$ cat src/rtl/wicc_pkg.sv
// shared types, constants and helpers of the word index code codec
package wicc_pkg;

    // field widths
    localparam int INDEX_W    = 18;
    localparam int BYTE_W     = 8;
    localparam int LEN_W      = 2;
    localparam int Q_W        = 10;
    localparam int SHORT_IDX_W = 13;
    localparam int LO_W       = 16;

    // code arithmetic
    localparam logic [INDEX_W-1:0] INDEX_LIMIT = 18'd195075;
    localparam logic [INDEX_W-1:0] SHORT_LIMIT = 18'd4080;
    localparam logic [Q_W-1:0]     RADIX_Q     = 10'd255;
    localparam logic [Q_W-1:0]     RADIX_Q2    = 10'd510;
    localparam logic [8:0]         RADIX_REM   = 9'd255;
    localparam logic [BYTE_W-1:0]  SHORT_LEAD  = 8'h80;
    localparam logic [BYTE_W-1:0]  SHORT_LEAD_MAX = 8'hBC;
    localparam logic [BYTE_W-1:0]  LONG_LEAD   = 8'hFD;

    // code lengths
    localparam logic [LEN_W-1:0] LEN_NONE  = 2'd0;
    localparam logic [LEN_W-1:0] LEN_SHORT = 2'd2;
    localparam logic [LEN_W-1:0] LEN_LONG  = 2'd3;

    typedef enum logic {
        OP_ENCODE = 1'b0,
        OP_DECODE = 1'b1
    } t_op;

    // input item
    typedef struct packed {
        t_op                op;
        logic [INDEX_W-1:0] word_index;
        logic [BYTE_W-1:0]  first_byte;
        logic [BYTE_W-1:0]  second_byte;
        logic [BYTE_W-1:0]  third_byte;
    } t_in;

    // after the first stage: quotient estimate and code checks
    typedef struct packed {
        t_op                op;
        logic [INDEX_W-1:0] idx;
        logic [Q_W-1:0]     q_est;
        logic               enc_bad;
        logic               enc_short;
        logic               dec_long;
        logic               dec_bad;
        logic [4:0]         lead_q;
        logic [1:0]         top;
        logic [BYTE_W-1:0]  dm1;
        logic [BYTE_W-1:0]  dl1;
    } t_sa;

    // after the second stage: exact base-255 split and partial indexes
    typedef struct packed {
        t_op                    op;
        logic                   enc_bad;
        logic                   enc_short;
        logic                   dec_long;
        logic                   dec_bad;
        logic [Q_W-1:0]         q;
        logic [BYTE_W-1:0]      r;
        logic [1:0]             top;
        logic [LO_W-1:0]        dec_lo;
        logic [SHORT_IDX_W-1:0] dec_short_idx;
    } t_sb;

    // result item
    typedef struct packed {
        logic [BYTE_W-1:0]  code_lead;
        logic [BYTE_W-1:0]  code_mid;
        logic [BYTE_W-1:0]  code_tail;
        logic [LEN_W-1:0]   code_length;
        logic [INDEX_W-1:0] decoded_index;
        logic               invalid;
    } t_out;

    // index offset of a three-byte code from its lead byte
    function automatic logic [INDEX_W-1:0] long_base(input logic [1:0] top);
        logic [INDEX_W-1:0] base;
        unique case (top)
            2'd0:    base = 18'd0;
            2'd1:    base = 18'd65025;
            2'd2:    base = 18'd130050;
            default: base = INDEX_LIMIT;
        endcase
        return base;
    endfunction

endpackage

$ cat src/rtl/wicc_in_if.sv
// input channel of the codec: handshake plus request fields
interface wicc_in_if;
    import wicc_pkg::*;

    logic               valid;
    logic               ready;
    logic               op;
    logic [INDEX_W-1:0] word_index;
    logic [BYTE_W-1:0]  first_byte;
    logic [BYTE_W-1:0]  second_byte;
    logic [BYTE_W-1:0]  third_byte;

    modport source (
        output valid, op, word_index, first_byte, second_byte, third_byte,
        input  ready
    );

    modport sink (
        input  valid, op, word_index, first_byte, second_byte, third_byte,
        output ready
    );
endinterface

$ cat src/rtl/wicc_out_if.sv
// output channel of the codec: handshake plus result fields
interface wicc_out_if;
    import wicc_pkg::*;

    logic               valid;
    logic               ready;
    logic [BYTE_W-1:0]  code_lead;
    logic [BYTE_W-1:0]  code_mid;
    logic [BYTE_W-1:0]  code_tail;
    logic [LEN_W-1:0]   code_length;
    logic [INDEX_W-1:0] decoded_index;
    logic               invalid;

    modport source (
        output valid, code_lead, code_mid, code_tail, code_length, decoded_index,
               invalid,
        input  ready
    );

    modport sink (
        input  valid, code_lead, code_mid, code_tail, code_length, decoded_index,
               invalid,
        output ready
    );
endinterface

$ cat src/rtl/wicc_split.sv
// first stage: quotient estimate by 255, range and code format checks
module wicc_split (
    input  logic         i_clk,
    input  logic         i_rst_n,
    input  logic         i_valid,
    input  wicc_pkg::t_in i_data,
    output logic         o_ready,
    input  logic         i_ready,
    output logic         o_valid,
    output wicc_pkg::t_sa o_data
);
    import wicc_pkg::*;

    logic                 r_valid;
    t_sa                  r_data;
    t_sa                  n_data;
    logic [INDEX_W+7:0]   w_scaled;
    logic                 w_short_fmt;

    assign o_ready = !r_valid || i_ready;
    assign o_valid = r_valid;
    assign o_data  = r_data;

    // x * 257 / 65536 is x / 255 or one short of it
    assign w_scaled = {i_data.word_index, 8'b0} + {8'b0, i_data.word_index};

    // two-byte lead: 0x80..0xBC with low bits clear
    assign w_short_fmt = i_data.first_byte[7]
                      && (i_data.first_byte <= SHORT_LEAD_MAX)
                      && (i_data.first_byte[1:0] == 2'b00);

    always_comb begin
        n_data.op        = i_data.op;
        n_data.idx       = i_data.word_index;
        n_data.q_est     = w_scaled[INDEX_W+7:16];
        n_data.enc_bad   = (i_data.word_index >= INDEX_LIMIT);
        n_data.enc_short = (i_data.word_index < SHORT_LIMIT);
        n_data.dec_long  = (i_data.first_byte >= LONG_LEAD);
        n_data.lead_q    = i_data.first_byte[6:2];
        n_data.top       = 2'(i_data.first_byte - LONG_LEAD);
        n_data.dm1       = i_data.second_byte - 8'd1;
        n_data.dl1       = i_data.third_byte - 8'd1;
        if (n_data.dec_long) begin
            n_data.dec_bad = (i_data.second_byte == '0) || (i_data.third_byte == '0);
        end else begin
            n_data.dec_bad = !(w_short_fmt && (i_data.second_byte != '0));
        end
    end

    // stage valid
    always_ff @(posedge i_clk) begin
        if (!i_rst_n) begin
            r_valid <= 1'b0;
        end else if (o_ready) begin
            r_valid <= i_valid;
        end
    end

    // stage payload
    always_ff @(posedge i_clk) begin
        if (o_ready && i_valid) begin
            r_data <= n_data;
        end
    end
endmodule

$ cat src/rtl/wicc_digit.sv
// second stage: exact quotient and remainder by 255, partial decoded indexes
module wicc_digit (
    input  logic          i_clk,
    input  logic          i_rst_n,
    input  logic          i_valid,
    input  wicc_pkg::t_sa i_data,
    output logic          o_ready,
    input  logic          i_ready,
    output logic          o_valid,
    output wicc_pkg::t_sb o_data
);
    import wicc_pkg::*;

    logic            r_valid;
    t_sb             r_data;
    t_sb             n_data;
    logic [INDEX_W:0] w_rem;
    logic [8:0]      w_rem_lo;

    assign o_ready = !r_valid || i_ready;
    assign o_valid = r_valid;
    assign o_data  = r_data;

    // remainder of the estimate stays below twice the radix
    assign w_rem = (INDEX_W+1)'(i_data.idx) + (INDEX_W+1)'(i_data.q_est)
                 - (INDEX_W+1)'({i_data.q_est, 8'b0});
    assign w_rem_lo = w_rem[8:0];

    always_comb begin
        n_data.op        = i_data.op;
        n_data.enc_bad   = i_data.enc_bad;
        n_data.enc_short = i_data.enc_short;
        n_data.dec_long  = i_data.dec_long;
        n_data.dec_bad   = i_data.dec_bad;
        n_data.top       = i_data.top;
        if (w_rem_lo >= RADIX_REM) begin
            n_data.q = i_data.q_est + 10'd1;
            n_data.r = 8'(w_rem_lo - RADIX_REM);
        end else begin
            n_data.q = i_data.q_est;
            n_data.r = w_rem_lo[7:0];
        end
        // (b1-1)*255 + (b2-1)
        n_data.dec_lo = LO_W'({i_data.dm1, 8'b0}) - LO_W'(i_data.dm1)
                      + LO_W'(i_data.dl1);
        // (lead/4 & 31)*255 + (b1-1)
        n_data.dec_short_idx = SHORT_IDX_W'({i_data.lead_q, 8'b0})
                             - SHORT_IDX_W'(i_data.lead_q)
                             + SHORT_IDX_W'(i_data.dm1);
    end

    // stage valid
    always_ff @(posedge i_clk) begin
        if (!i_rst_n) begin
            r_valid <= 1'b0;
        end else if (o_ready) begin
            r_valid <= i_valid;
        end
    end

    // stage payload
    always_ff @(posedge i_clk) begin
        if (o_ready && i_valid) begin
            r_data <= n_data;
        end
    end
endmodule

$ cat src/rtl/wicc_pack.sv
// third stage: high digit, full decoded index and the output register
module wicc_pack (
    input  logic           i_clk,
    input  logic           i_rst_n,
    input  logic           i_valid,
    input  wicc_pkg::t_sb  i_data,
    output logic           o_ready,
    input  logic           i_ready,
    output logic           o_valid,
    output wicc_pkg::t_out o_data
);
    import wicc_pkg::*;

    logic               r_valid;
    t_out               r_data;
    t_out               n_data;
    logic [1:0]         w_hi;
    logic [Q_W-1:0]     w_d1;
    logic [INDEX_W-1:0] w_long_idx;

    assign o_ready = !r_valid || i_ready;
    assign o_valid = r_valid;
    assign o_data  = r_data;

    // quotient of an in-range index is at most 764, so the high digit is found by compare
    always_comb begin
        priority if (i_data.q >= RADIX_Q2) begin
            w_hi = 2'd2;
        end else if (i_data.q >= RADIX_Q) begin
            w_hi = 2'd1;
        end else begin
            w_hi = 2'd0;
        end
    end

    assign w_d1 = i_data.q - (Q_W'({w_hi, 8'b0}) - Q_W'(w_hi));
    assign w_long_idx = long_base(i_data.top) + INDEX_W'(i_data.dec_lo);

    // result selection
    always_comb begin
        n_data = '0;
        unique case (i_data.op)
            OP_ENCODE: begin
                if (i_data.enc_bad) begin
                    n_data.invalid = 1'b1;
                end else if (i_data.enc_short) begin
                    n_data.code_lead   = SHORT_LEAD + {i_data.q[5:0], 2'b00};
                    n_data.code_mid    = i_data.r + 8'd1;
                    n_data.code_length = LEN_SHORT;
                end else begin
                    n_data.code_lead   = LONG_LEAD + {6'b0, w_hi};
                    n_data.code_mid    = w_d1[7:0] + 8'd1;
                    n_data.code_tail   = i_data.r + 8'd1;
                    n_data.code_length = LEN_LONG;
                end
            end
            OP_DECODE: begin
                if (i_data.dec_bad) begin
                    n_data.invalid = 1'b1;
                end else if (i_data.dec_long) begin
                    // non-canonical three-byte code
                    if (w_long_idx < SHORT_LIMIT) begin
                        n_data.invalid = 1'b1;
                    end else begin
                        n_data.code_length   = LEN_LONG;
                        n_data.decoded_index = w_long_idx;
                    end
                end else begin
                    n_data.code_length   = LEN_SHORT;
                    n_data.decoded_index = INDEX_W'(i_data.dec_short_idx);
                end
            end
            default: n_data.invalid = 1'b1;
        endcase
    end

    // stage valid
    always_ff @(posedge i_clk) begin
        if (!i_rst_n) begin
            r_valid <= 1'b0;
        end else if (o_ready) begin
            r_valid <= i_valid;
        end
    end

    // output register
    always_ff @(posedge i_clk) begin
        if (o_ready && i_valid) begin
            r_data <= n_data;
        end
    end
endmodule

$ cat src/rtl/word_index_code_codec_core.sv
// top level of the word index code codec: three-stage pipeline
// Takes one encode or decode request per cycle while o_out.ready is high, and
// returns one result per request, in order. The work runs through
// three register stages (quotient estimate and checks, exact base-255 split,
// digit and index assembly); the last stage is the output register. Each
// stage loads when it is empty or its successor takes its item, so a stalled
// output holds its result while the stages behind it still fill; ready on the
// input follows combinationally from the stage valids and o_out.ready.
// An invalid result carries zero in every other field.
module word_index_code_codec_core (
    input  logic       i_clk,
    input  logic       i_rst_n,
    wicc_in_if.sink    i_in,
    wicc_out_if.source o_out
);
    import wicc_pkg::*;

    t_in  w_in;
    t_sa  w_sa;
    t_sb  w_sb;
    t_out w_out;
    logic w_sa_valid;
    logic w_sa_ready;
    logic w_sb_valid;
    logic w_sb_ready;

    // input fields into the request struct
    always_comb begin
        w_in.op          = t_op'(i_in.op);
        w_in.word_index  = i_in.word_index;
        w_in.first_byte  = i_in.first_byte;
        w_in.second_byte = i_in.second_byte;
        w_in.third_byte  = i_in.third_byte;
    end

    wicc_split u_split (
        .i_clk   (i_clk),
        .i_rst_n (i_rst_n),
        .i_valid (i_in.valid),
        .i_data  (w_in),
        .o_ready (i_in.ready),
        .i_ready (w_sa_ready),
        .o_valid (w_sa_valid),
        .o_data  (w_sa)
    );

    wicc_digit u_digit (
        .i_clk   (i_clk),
        .i_rst_n (i_rst_n),
        .i_valid (w_sa_valid),
        .i_data  (w_sa),
        .o_ready (w_sa_ready),
        .i_ready (w_sb_ready),
        .o_valid (w_sb_valid),
        .o_data  (w_sb)
    );

    wicc_pack u_pack (
        .i_clk   (i_clk),
        .i_rst_n (i_rst_n),
        .i_valid (w_sb_valid),
        .i_data  (w_sb),
        .o_ready (w_sb_ready),
        .i_ready (o_out.ready),
        .o_valid (o_out.valid),
        .o_data  (w_out)
    );

    // result fields onto the output channel
    assign o_out.code_lead     = w_out.code_lead;
    assign o_out.code_mid      = w_out.code_mid;
    assign o_out.code_tail     = w_out.code_tail;
    assign o_out.code_length   = w_out.code_length;
    assign o_out.decoded_index = w_out.decoded_index;
    assign o_out.invalid       = w_out.invalid;

    // an invalid item carries nothing else
    a_invalid_clean: assert property (@(posedge i_clk) disable iff (!i_rst_n)
        (o_out.valid && o_out.invalid) |->
            (o_out.code_length == LEN_NONE) && (o_out.decoded_index == '0)
            && (o_out.code_lead == '0) && (o_out.code_mid == '0)
            && (o_out.code_tail == '0))
        else $error("invalid item with nonzero fields");

    // a good item has a real length and an index in range
    a_good_len: assert property (@(posedge i_clk) disable iff (!i_rst_n)
        (o_out.valid && !o_out.invalid) |->
            ((o_out.code_length == LEN_SHORT) || (o_out.code_length == LEN_LONG))
            && (o_out.decoded_index < INDEX_LIMIT))
        else $error("good item with bad length or index");

    // encoded lead bytes only in the two lead ranges, length to match
    a_lead_range: assert property (@(posedge i_clk) disable iff (!i_rst_n)
        (o_out.valid && (o_out.code_lead != '0)) |->
            ((o_out.code_length == LEN_SHORT) && o_out.code_lead[7]
                && (o_out.code_lead <= SHORT_LEAD_MAX)
                && (o_out.code_lead[1:0] == 2'b00) && (o_out.code_tail == '0))
            || ((o_out.code_length == LEN_LONG) && (o_out.code_lead >= LONG_LEAD)
                && (o_out.code_tail != '0)))
        else $error("encoded lead byte out of range");
endmodule

$ cat src/flat_wrapper.sv
// flat-port wrapper written by rule: the top's interface ports become plain ports
module word_index_code_codec_core_flat import wicc_pkg::*;
  (i_clk, i_rst_n, i_in_valid, i_in_op, i_in_word_index, i_in_first_byte, i_in_second_byte, i_in_third_byte, i_in_ready, o_out_valid, o_out_code_lead, o_out_code_mid, o_out_code_tail, o_out_code_length, o_out_decoded_index, o_out_invalid, o_out_ready);
  wicc_in_if i_in_i ();
  wicc_out_if o_out_i ();
  input  logic i_clk;
  input  logic i_rst_n;
  input wire logic [$bits(i_in_i.valid)-1:0] i_in_valid;
  input wire logic [$bits(i_in_i.op)-1:0] i_in_op;
  input wire logic [$bits(i_in_i.word_index)-1:0] i_in_word_index;
  input wire logic [$bits(i_in_i.first_byte)-1:0] i_in_first_byte;
  input wire logic [$bits(i_in_i.second_byte)-1:0] i_in_second_byte;
  input wire logic [$bits(i_in_i.third_byte)-1:0] i_in_third_byte;
  output wire logic [$bits(i_in_i.ready)-1:0] i_in_ready;
  output wire logic [$bits(o_out_i.valid)-1:0] o_out_valid;
  output wire logic [$bits(o_out_i.code_lead)-1:0] o_out_code_lead;
  output wire logic [$bits(o_out_i.code_mid)-1:0] o_out_code_mid;
  output wire logic [$bits(o_out_i.code_tail)-1:0] o_out_code_tail;
  output wire logic [$bits(o_out_i.code_length)-1:0] o_out_code_length;
  output wire logic [$bits(o_out_i.decoded_index)-1:0] o_out_decoded_index;
  output wire logic [$bits(o_out_i.invalid)-1:0] o_out_invalid;
  input wire logic [$bits(o_out_i.ready)-1:0] o_out_ready;
  assign i_in_i.valid = i_in_valid;
  assign i_in_i.op = i_in_op;
  assign i_in_i.word_index = i_in_word_index;
  assign i_in_i.first_byte = i_in_first_byte;
  assign i_in_i.second_byte = i_in_second_byte;
  assign i_in_i.third_byte = i_in_third_byte;
  assign i_in_ready = i_in_i.ready;
  assign o_out_valid = o_out_i.valid;
  assign o_out_code_lead = o_out_i.code_lead;
  assign o_out_code_mid = o_out_i.code_mid;
  assign o_out_code_tail = o_out_i.code_tail;
  assign o_out_code_length = o_out_i.code_length;
  assign o_out_decoded_index = o_out_i.decoded_index;
  assign o_out_invalid = o_out_i.invalid;
  assign o_out_i.ready = o_out_ready;
  word_index_code_codec_core u_core (.i_clk(i_clk), .i_rst_n(i_rst_n), .i_in(i_in_i), .o_out(o_out_i));
endmodule
$ cat config.mk
export PLATFORM = sky130hd
export DESIGN_NAME = word_index_code_codec_core_flat
export DESIGN_NICKNAME = d
export VERILOG_FILES = /design/src/rtl/wicc_pkg.sv /design/src/rtl/wicc_in_if.sv /design/src/rtl/wicc_out_if.sv /design/src/rtl/wicc_split.sv /design/src/rtl/wicc_digit.sv /design/src/rtl/wicc_pack.sv /design/src/rtl/word_index_code_codec_core.sv /design/src/flat_wrapper.sv
export SDC_FILE = /design/constraint.sdc
export NUM_CORES = 1
export LEC_CHECK = 0
export BUFFER_PORTS_ARGS = -buffer_cell sky130_fd_sc_hd__buf_2
export CORE_ASPECT_RATIO = 1.4
export CORE_UTILIZATION = 35
export CTS_CLUSTER_DIAMETER = 50
export DETAILED_ROUTE_END_ITERATION = 7
export HOLD_SLACK_MARGIN = 0.06
export MAX_ROUTING_LAYER = met4
export PLACE_DENSITY_LB_ADDON = 0.05
export REMOVE_ABC_BUFFERS = 1
export SKIP_LAST_GASP = 1
export SLEW_MARGIN = 20
export SYNTH_ARGS = -nofsm -noshare
export SYNTH_HDL_FRONTEND = slang
export SYNTH_SLANG_ARGS = --single-unit
export TNS_END_PERCENT = 100
$ cat constraint.sdc
create_clock -name i_clk -period 4.73 [get_ports i_clk]
set_input_delay 0.473 -clock i_clk [delete_from_list [all_inputs] [get_ports i_clk]]
set_output_delay 0.473 -clock i_clk [all_outputs]
set_load 0.005 [all_outputs]
# [After elaboration in Yosys (flattened, before gate mapping)]
# Index checks and enable logic that the tools add are counted.
[totals] reg_bits=149 in_bits=47 output_inout_bits=47 wordCells=102
[op_classes] addsub=19 order_cmp=8 eq_ne=2 mux=17 bitwise=2 n_reduce_logical=23
[ops] cell="$mux W20" n=3
[ops] cell="$pmux W18 S3" n=1
[ops] cell="$lt A18 B12 Y1 const B" n=2
[ops] cell="$add A26 B18 Y26" n=1
[ops] cell="$add A18 B16 Y18" n=1
[ops] cell="$ge A18 B18 Y1 const B" n=1
[ops] cell="$mux W18" n=1
[ops] cell="$add A16 B8 Y16" n=1
[ops] cell="$add A8 B1 Y8 const B" n=2
[ops] cell="$logic_not A8 Y1" n=2
[ops] cell="$mux W16" n=1
[ops] cell="$sub A16 B8 Y16" n=1
[ops] cell="$sub A8 B1 Y8 const B" n=2
[ops] cell="$add A13 B8 Y13" n=1
[ops] cell="$sub A13 B5 Y13" n=1
[ops] cell="$add A10 B1 Y10 const B" n=1
[ops] cell="$ge A10 B8 Y1 const B" n=1
[ops] cell="$ge A10 B9 Y1 const B" n=1
[ops] cell="$add A9 B9 Y9" n=1
[ops] cell="$ge A9 B8 Y1 const B" n=1
[ops] cell="$sub A9 B9 Y9" n=1
[ops] cell="$add A8 B8 Y8 const A" n=1
[ops] cell="$ge A8 B8 Y1 const B" n=1
[ops] cell="$le A8 B8 Y1 const B" n=1
[ops] cell="other kinds (20)" n=41

# [Longest topological paths before layout]
[logic_depth] ltp_word=8 ltp_mapped=16 ltp_nobuf=16

# [Cells and area by module]
# A second synthesis with hierarchy kept.
[hier_totals] hier_cells=865 hier_area_um2=9600.5
[modules_own_cells] module="wicc_digit" instances=1 cells_per_inst=368 area_per_inst_um2=3808.7 seq_area_each_um2=1641.6
[modules_own_cells] module="wicc_pack" instances=1 cells_per_inst=319 area_per_inst_um2=3191.8 seq_area_each_um2=1371.3
[modules_own_cells] module="wicc_split" instances=1 cells_per_inst=178 area_per_inst_um2=2600.0 seq_area_each_um2=1701.6

# [Worst setup path after synthesis]
# Ideal clock, no wire load.
[synth_path] path_type="input port to flip-flop" start="input o_out_ready" end="register u_core.u_digit.r_data (netlist bit u_core.u_digit.o_data[0]), enable pin" setup_time_ps=548 arrival_ps=4513 required_ps=4182 path_slack_ps=-332 stages=2 path_buffers=0 path_cell_list="nor2b_1 > a21boi_0"
[synth_via] elab_chain_cells=3
[synth_rtl] item="start: declaration" line="flat_wrapper.sv:22" rtl="input wire logic [$bits(o_out_i.ready)-1:0] o_out_ready;"
[synth_rtl] item="$logic_or A1 B1 Y1" line="wicc_pack.sv:21" rtl="assign o_ready = !r_valid || i_ready;"
[synth_rtl] item="$logic_or A1 B1 Y1" line="wicc_digit.sv:20" rtl="assign o_ready = !r_valid || i_ready;"
[synth_rtl] item="$logic_and A1 B1 Y1" line="wicc_digit.sv:63" rtl="if (o_ready && i_valid) begin"
[synth_rtl] item="end signal: assignment" line="wicc_digit.sv:64" rtl="r_data <= n_data;"
[synth_rtl] item="end: declaration" line="wicc_digit.sv:15" rtl="t_sb r_data;"
# Every way passes these cells.
# A chain may end at the register's enable or synchronous reset.

# [Final worst setup path]
[layout_path] start="register u_core.u_digit.r_data (netlist bit u_core.u_digit.o_data[29])" end="register u_core.u_pack.r_data (netlist bit u_core.u_pack.o_data[8]), data pin"
[layout_via] elab_chain_cells=6 elab_cells_between_ends=8 cone_classes="add/sub (1); order compare (1); eq/ne (2); mux (3); reduce/logical (1)"
[layout_rtl] item="$eq A2 B2 Y1, or another cell as far along" line="wicc_pkg.sv:83" rtl="unique case (top)"
[layout_rtl] item="$pmux W18 S3 (*)" line="wicc_pkg.sv:83"
[layout_rtl] item="$add A18 B16 Y18 (*)" line="wicc_pack.sv:37" rtl="assign w_long_idx = long_base(i_data.top) + INDEX_W'(i_data.dec_lo);"
[layout_rtl] item="$lt A18 B12 Y1" line="wicc_pack.sv:62" rtl="if (w_long_idx < SHORT_LIMIT) begin"
[layout_rtl] item="$mux W20 (*)" line="wicc_pack.sv:62"
[layout_rtl] item="$mux W20 (*)" line="wicc_pack.sv:60" rtl="end else if (i_data.dec_long) begin"
[layout_rtl] item="end signal: assignment" line="wicc_pack.sv:89" rtl="r_data <= n_data;"
[layout_rtl] item="end: declaration" line="wicc_pack.sv:15" rtl="t_out r_data;"
# Mark *: on every way between the ends. The rest lies on a longest branch, timed or not.

==> impl_metrics.json <==
{
  "status": "finished clean",
  "synth_top_flop_cell": "edfxtp_1",
  "ys_top_cells_by_count": "edfxtp_1, inv_1, ha_1",
  "post-cts-setup-buffers": 0,
  "synth.distinct_cells": 64,
  "via_count": 6001,
  "power_uw": 4002,
  "cts_tree": "built",
  "drt_drc_violations_left": 0,
  "place_ws_ns": 0.8387,
  "power.density_cell_area_nw_per_um2": 391.2,
  "multi_input_area_sq_um": 3965,
  "drive_gt1_share_pct": 16.44,
  "htreeDepth": 4,
  "cts_hold_buf": 0,
  "synth_edf_count": 146,
  "cts.reportedPaths.clkPinSlew_ns": 0.06,
  "first_global_vias": 6061,
  "grt_overflow": 0,
  "finalNetCount": 1003,
  "path_max_fanout": 13,
  "syn_inst": 782,
  "hold_viol_final": 0,
  "finalCritPeriodShare_pct": 81.44,
  "drtIter0Drc": 296,
  "fp.dieH_um": 189.2,
  "ant_nets": 0,
  "cp_num_buf_inv": 1,
  "p_leak_uw": 0.004032,
  "placedCellCount": 1177,
  "synthTopCellsByArea": "edfxtp_1, ha_1, xnor2_1",
  "grt_use_total_pct": 15.85,
  "yosysTopAreaCell": "edfxtp_1",
  "core-area_sq_um": 24590,
  "cts.path.max_buffers": 2,
  "synth.top_cell.area_share_pct": 50.06,
  "seqCellArea_sq_um": 4444,
  "path_cells": "inv_1 > ha_1 > or2_2 > ha_1 > a21oi_2 > nor4b_2 > o31ai_1 > o21bai_1 > xnor2_1 > nand3_1 > a32o_1",
  "place.gp.congestion": 0.8017,
  "synth-seq-cells": 149,
  "antenna_found_initial": 0,
  "dpl-instance-area_sq_um": 9610,
  "fmax_ghz": 0.2596,
  "synth_seq_area_share_pct": 50.74,
  "yosys_warnings": 0,
  "setup-violations-final": 0,
  "cts_buffers": 17,
  "fill_cells": 2358,
  "crit_arrival_ns": 4.02,
  "ir_drop_v": 0.0002528,
  "async_reset_ff_share_pct": 0,
  "clock_sinks": 149,
  "grt_pass1_wl_um": 30640,
  "die_w_um": 135.7,
  "cts-root-buf": "clkbuf_16",
  "avgRoutedWirePerCell_um": 15.63,
  "syn_avg_cell_area_sq_um": 11.20,
  "firstDrtPassIters": 7,
  "areaGrowthSynthToFinish_pct": 16.80,
  "slowest_stage": "edfxtp_1",
  "crit_path_frequent_cell": "ha_1",
  "required_ns": 4.90,
  "fin_area_sq_um": 10230,
  "rsz0062_at_grt": "false",
  "period_minus_slack_ns": 3.852,
  "worstReg2RegStart": "u_core.u_digit.o_data[29]",
  "crit_path_max_incr_delay_ns": 0.42,
  "yosysMostFrequentCell": "edfxtp_1",
  "maxSlewHeadroom_pct": 42.50,
  "start_util_pct": 35.62,
  "fin_skew_ns": 0.009468,
  "critPathCaptureType": "flip-flop",
  "fin_cells": 1209,
  "grt_max_degree": 55,
  "cp-startpoint": "u_core.u_digit.o_data[29]",
  "maxCapViolCount": 0,
  "drv_slew": 0,
  "vias_per_cell": 4.964,
  "holdCritStartpoint": "i_in_first_byte[3]",
  "setup_ws_ns": 0.8777,
  "path_class": "reg2reg",
  "insertion_delay_ns": 0.42,
  "syn_area_sq_um": 8758,
  "wl_um": 18900,
  "dieArea_sq_um": 25670,
  "ctsResizeCount": 0,
  "tns_ns": 0,
  "io_buffers": 93,
  "io_pins": 94,
  "hold_path.class": "in2reg",
  "worstMarginPinSlew_ns": 0.8573,
  "antenna_cells": 0,
  "path_delay_family": "compound AO/OA/AOI/OAI gates",
  "setup.worst_path.start_class": "flip-flop",
  "dpl.hpwl_um": 14910,
  "num_rows": 68
}
==> placed cells by master (no fill, tap or decap), types with 6 or more instances in the layout <==
cell type | netlist | routed
inv_1 | 80 | 80
o21ai_0 | 14 | 14
nand2b_1 | 8 | 8
nand3_1 | 33 | 33
buf_2 | 3 | 93
edfxtp_1 | 146 | 146
a32o_1 | 9 | 9
ha_1 | 71 | 71
xnor2_1 | 54 | 54
nand4_1 | 12 | 12
nand2_1 | 42 | 42
or2_2 | 6 | 6
nor2_1 | 65 | 65
nor4_1 | 10 | 10
and3_1 | 9 | 9
or4_1 | 9 | 9
xor2_1 | 34 | 34
nor2b_1 | 19 | 18
a211oi_1 | 8 | 8
o211ai_1 | 6 | 6
o21a_1 | 9 | 9
a21oi_1 | 20 | 20
a21o_1 | 10 | 10
clkbuf_16 | 0 | 17
nor3_1 | 19 | 19
==> metrics by stage <==
step / util [%] / hold WS, ns
2_1_floorplan: - / 0.4003
3_3_place_gp: 39.09 / 0.4118
3_5_place_dp: 39.09 / 0.4090
4_1_cts: 41.60 / 0.2213
5_1_grt: 41.60 / 0.2203
6_report: 41.60 / 0.2437
==> report_power, final <==
group | internal [uW] | total, uW | switching [uW]
clock | 873 | 1400 | 527
combinational | 388 | 901 | 513
sequential | 1610 | 1700 | 88.3
==> layer usage <==
metal,up-vias,GRT usage [%],wire [um]
met5,-,-,0
met4,0,5.229,306
met3,19,2.892,675
met2,136,25.67,9059
met1,2814,19.81,8858
li1,3032,-,-
==> final timing paths <==
path,end,slack [ns],depth (start not counted)
worst min register to register,u_core.u_digit.o_data[49],0.42,0
worst max-delay path,u_core.u_pack.o_data[8],0.88,11
worst max register to register,u_core.u_pack.o_data[8],0.88,11
worst min-delay path,u_core.u_split.o_data[19],0.24,1
==> registers in the layout, summed over array words and instances (netlist names) <==
signal / count
u_core.u_digit.o_data: 54
u_core.u_pack.o_valid: 1
u_core.u_split.o_valid: 1
u_core.u_pack.o_data: 45
u_core.u_digit.o_valid: 1
u_core.u_split.o_data: 47
==> worst reg2reg max path: stages, from the launching register on <==
cell	delay (ns)
edfxtp_1	0.42
inv_1	0.09
ha_1	0.29
or2_2	0.35
ha_1	0.31
a21oi_2	0.31
nor4b_2	0.12
o31ai_1	0.42
o21bai_1	0.16
xnor2_1	0.29
nand3_1	0.42
a32o_1	0.42
==> cell families after synthesis <==
logic type | Yosys count | synth area share [%]
XOR/XNOR | 88 | 8.800
multiplexers | 5 | 0.6000
AND/OR/NAND/NOR | 250 | 14.66
adder cells (fa/ha/maj) | 75 | 11.06
flip-flops | 149 | 50.74
buffers and inverters | 99 | 4.371
AO/OA/AOI/OAI | 116 | 9.772
==> area by class of cell <==
type / instances / area share, %
Clock buffer: 21 / 4.599
Clock inverter: 11 / 1.455
Inverter: 81 / 2.972
Multi-Input combinational cell: 534 / 38.76
Sequential cell: 149 / 43.44
Tap cell: 315 / 3.853
Timing Repair Buffer: 98 / 4.917
Note: power is estimated with default switching activity, not from simulation.
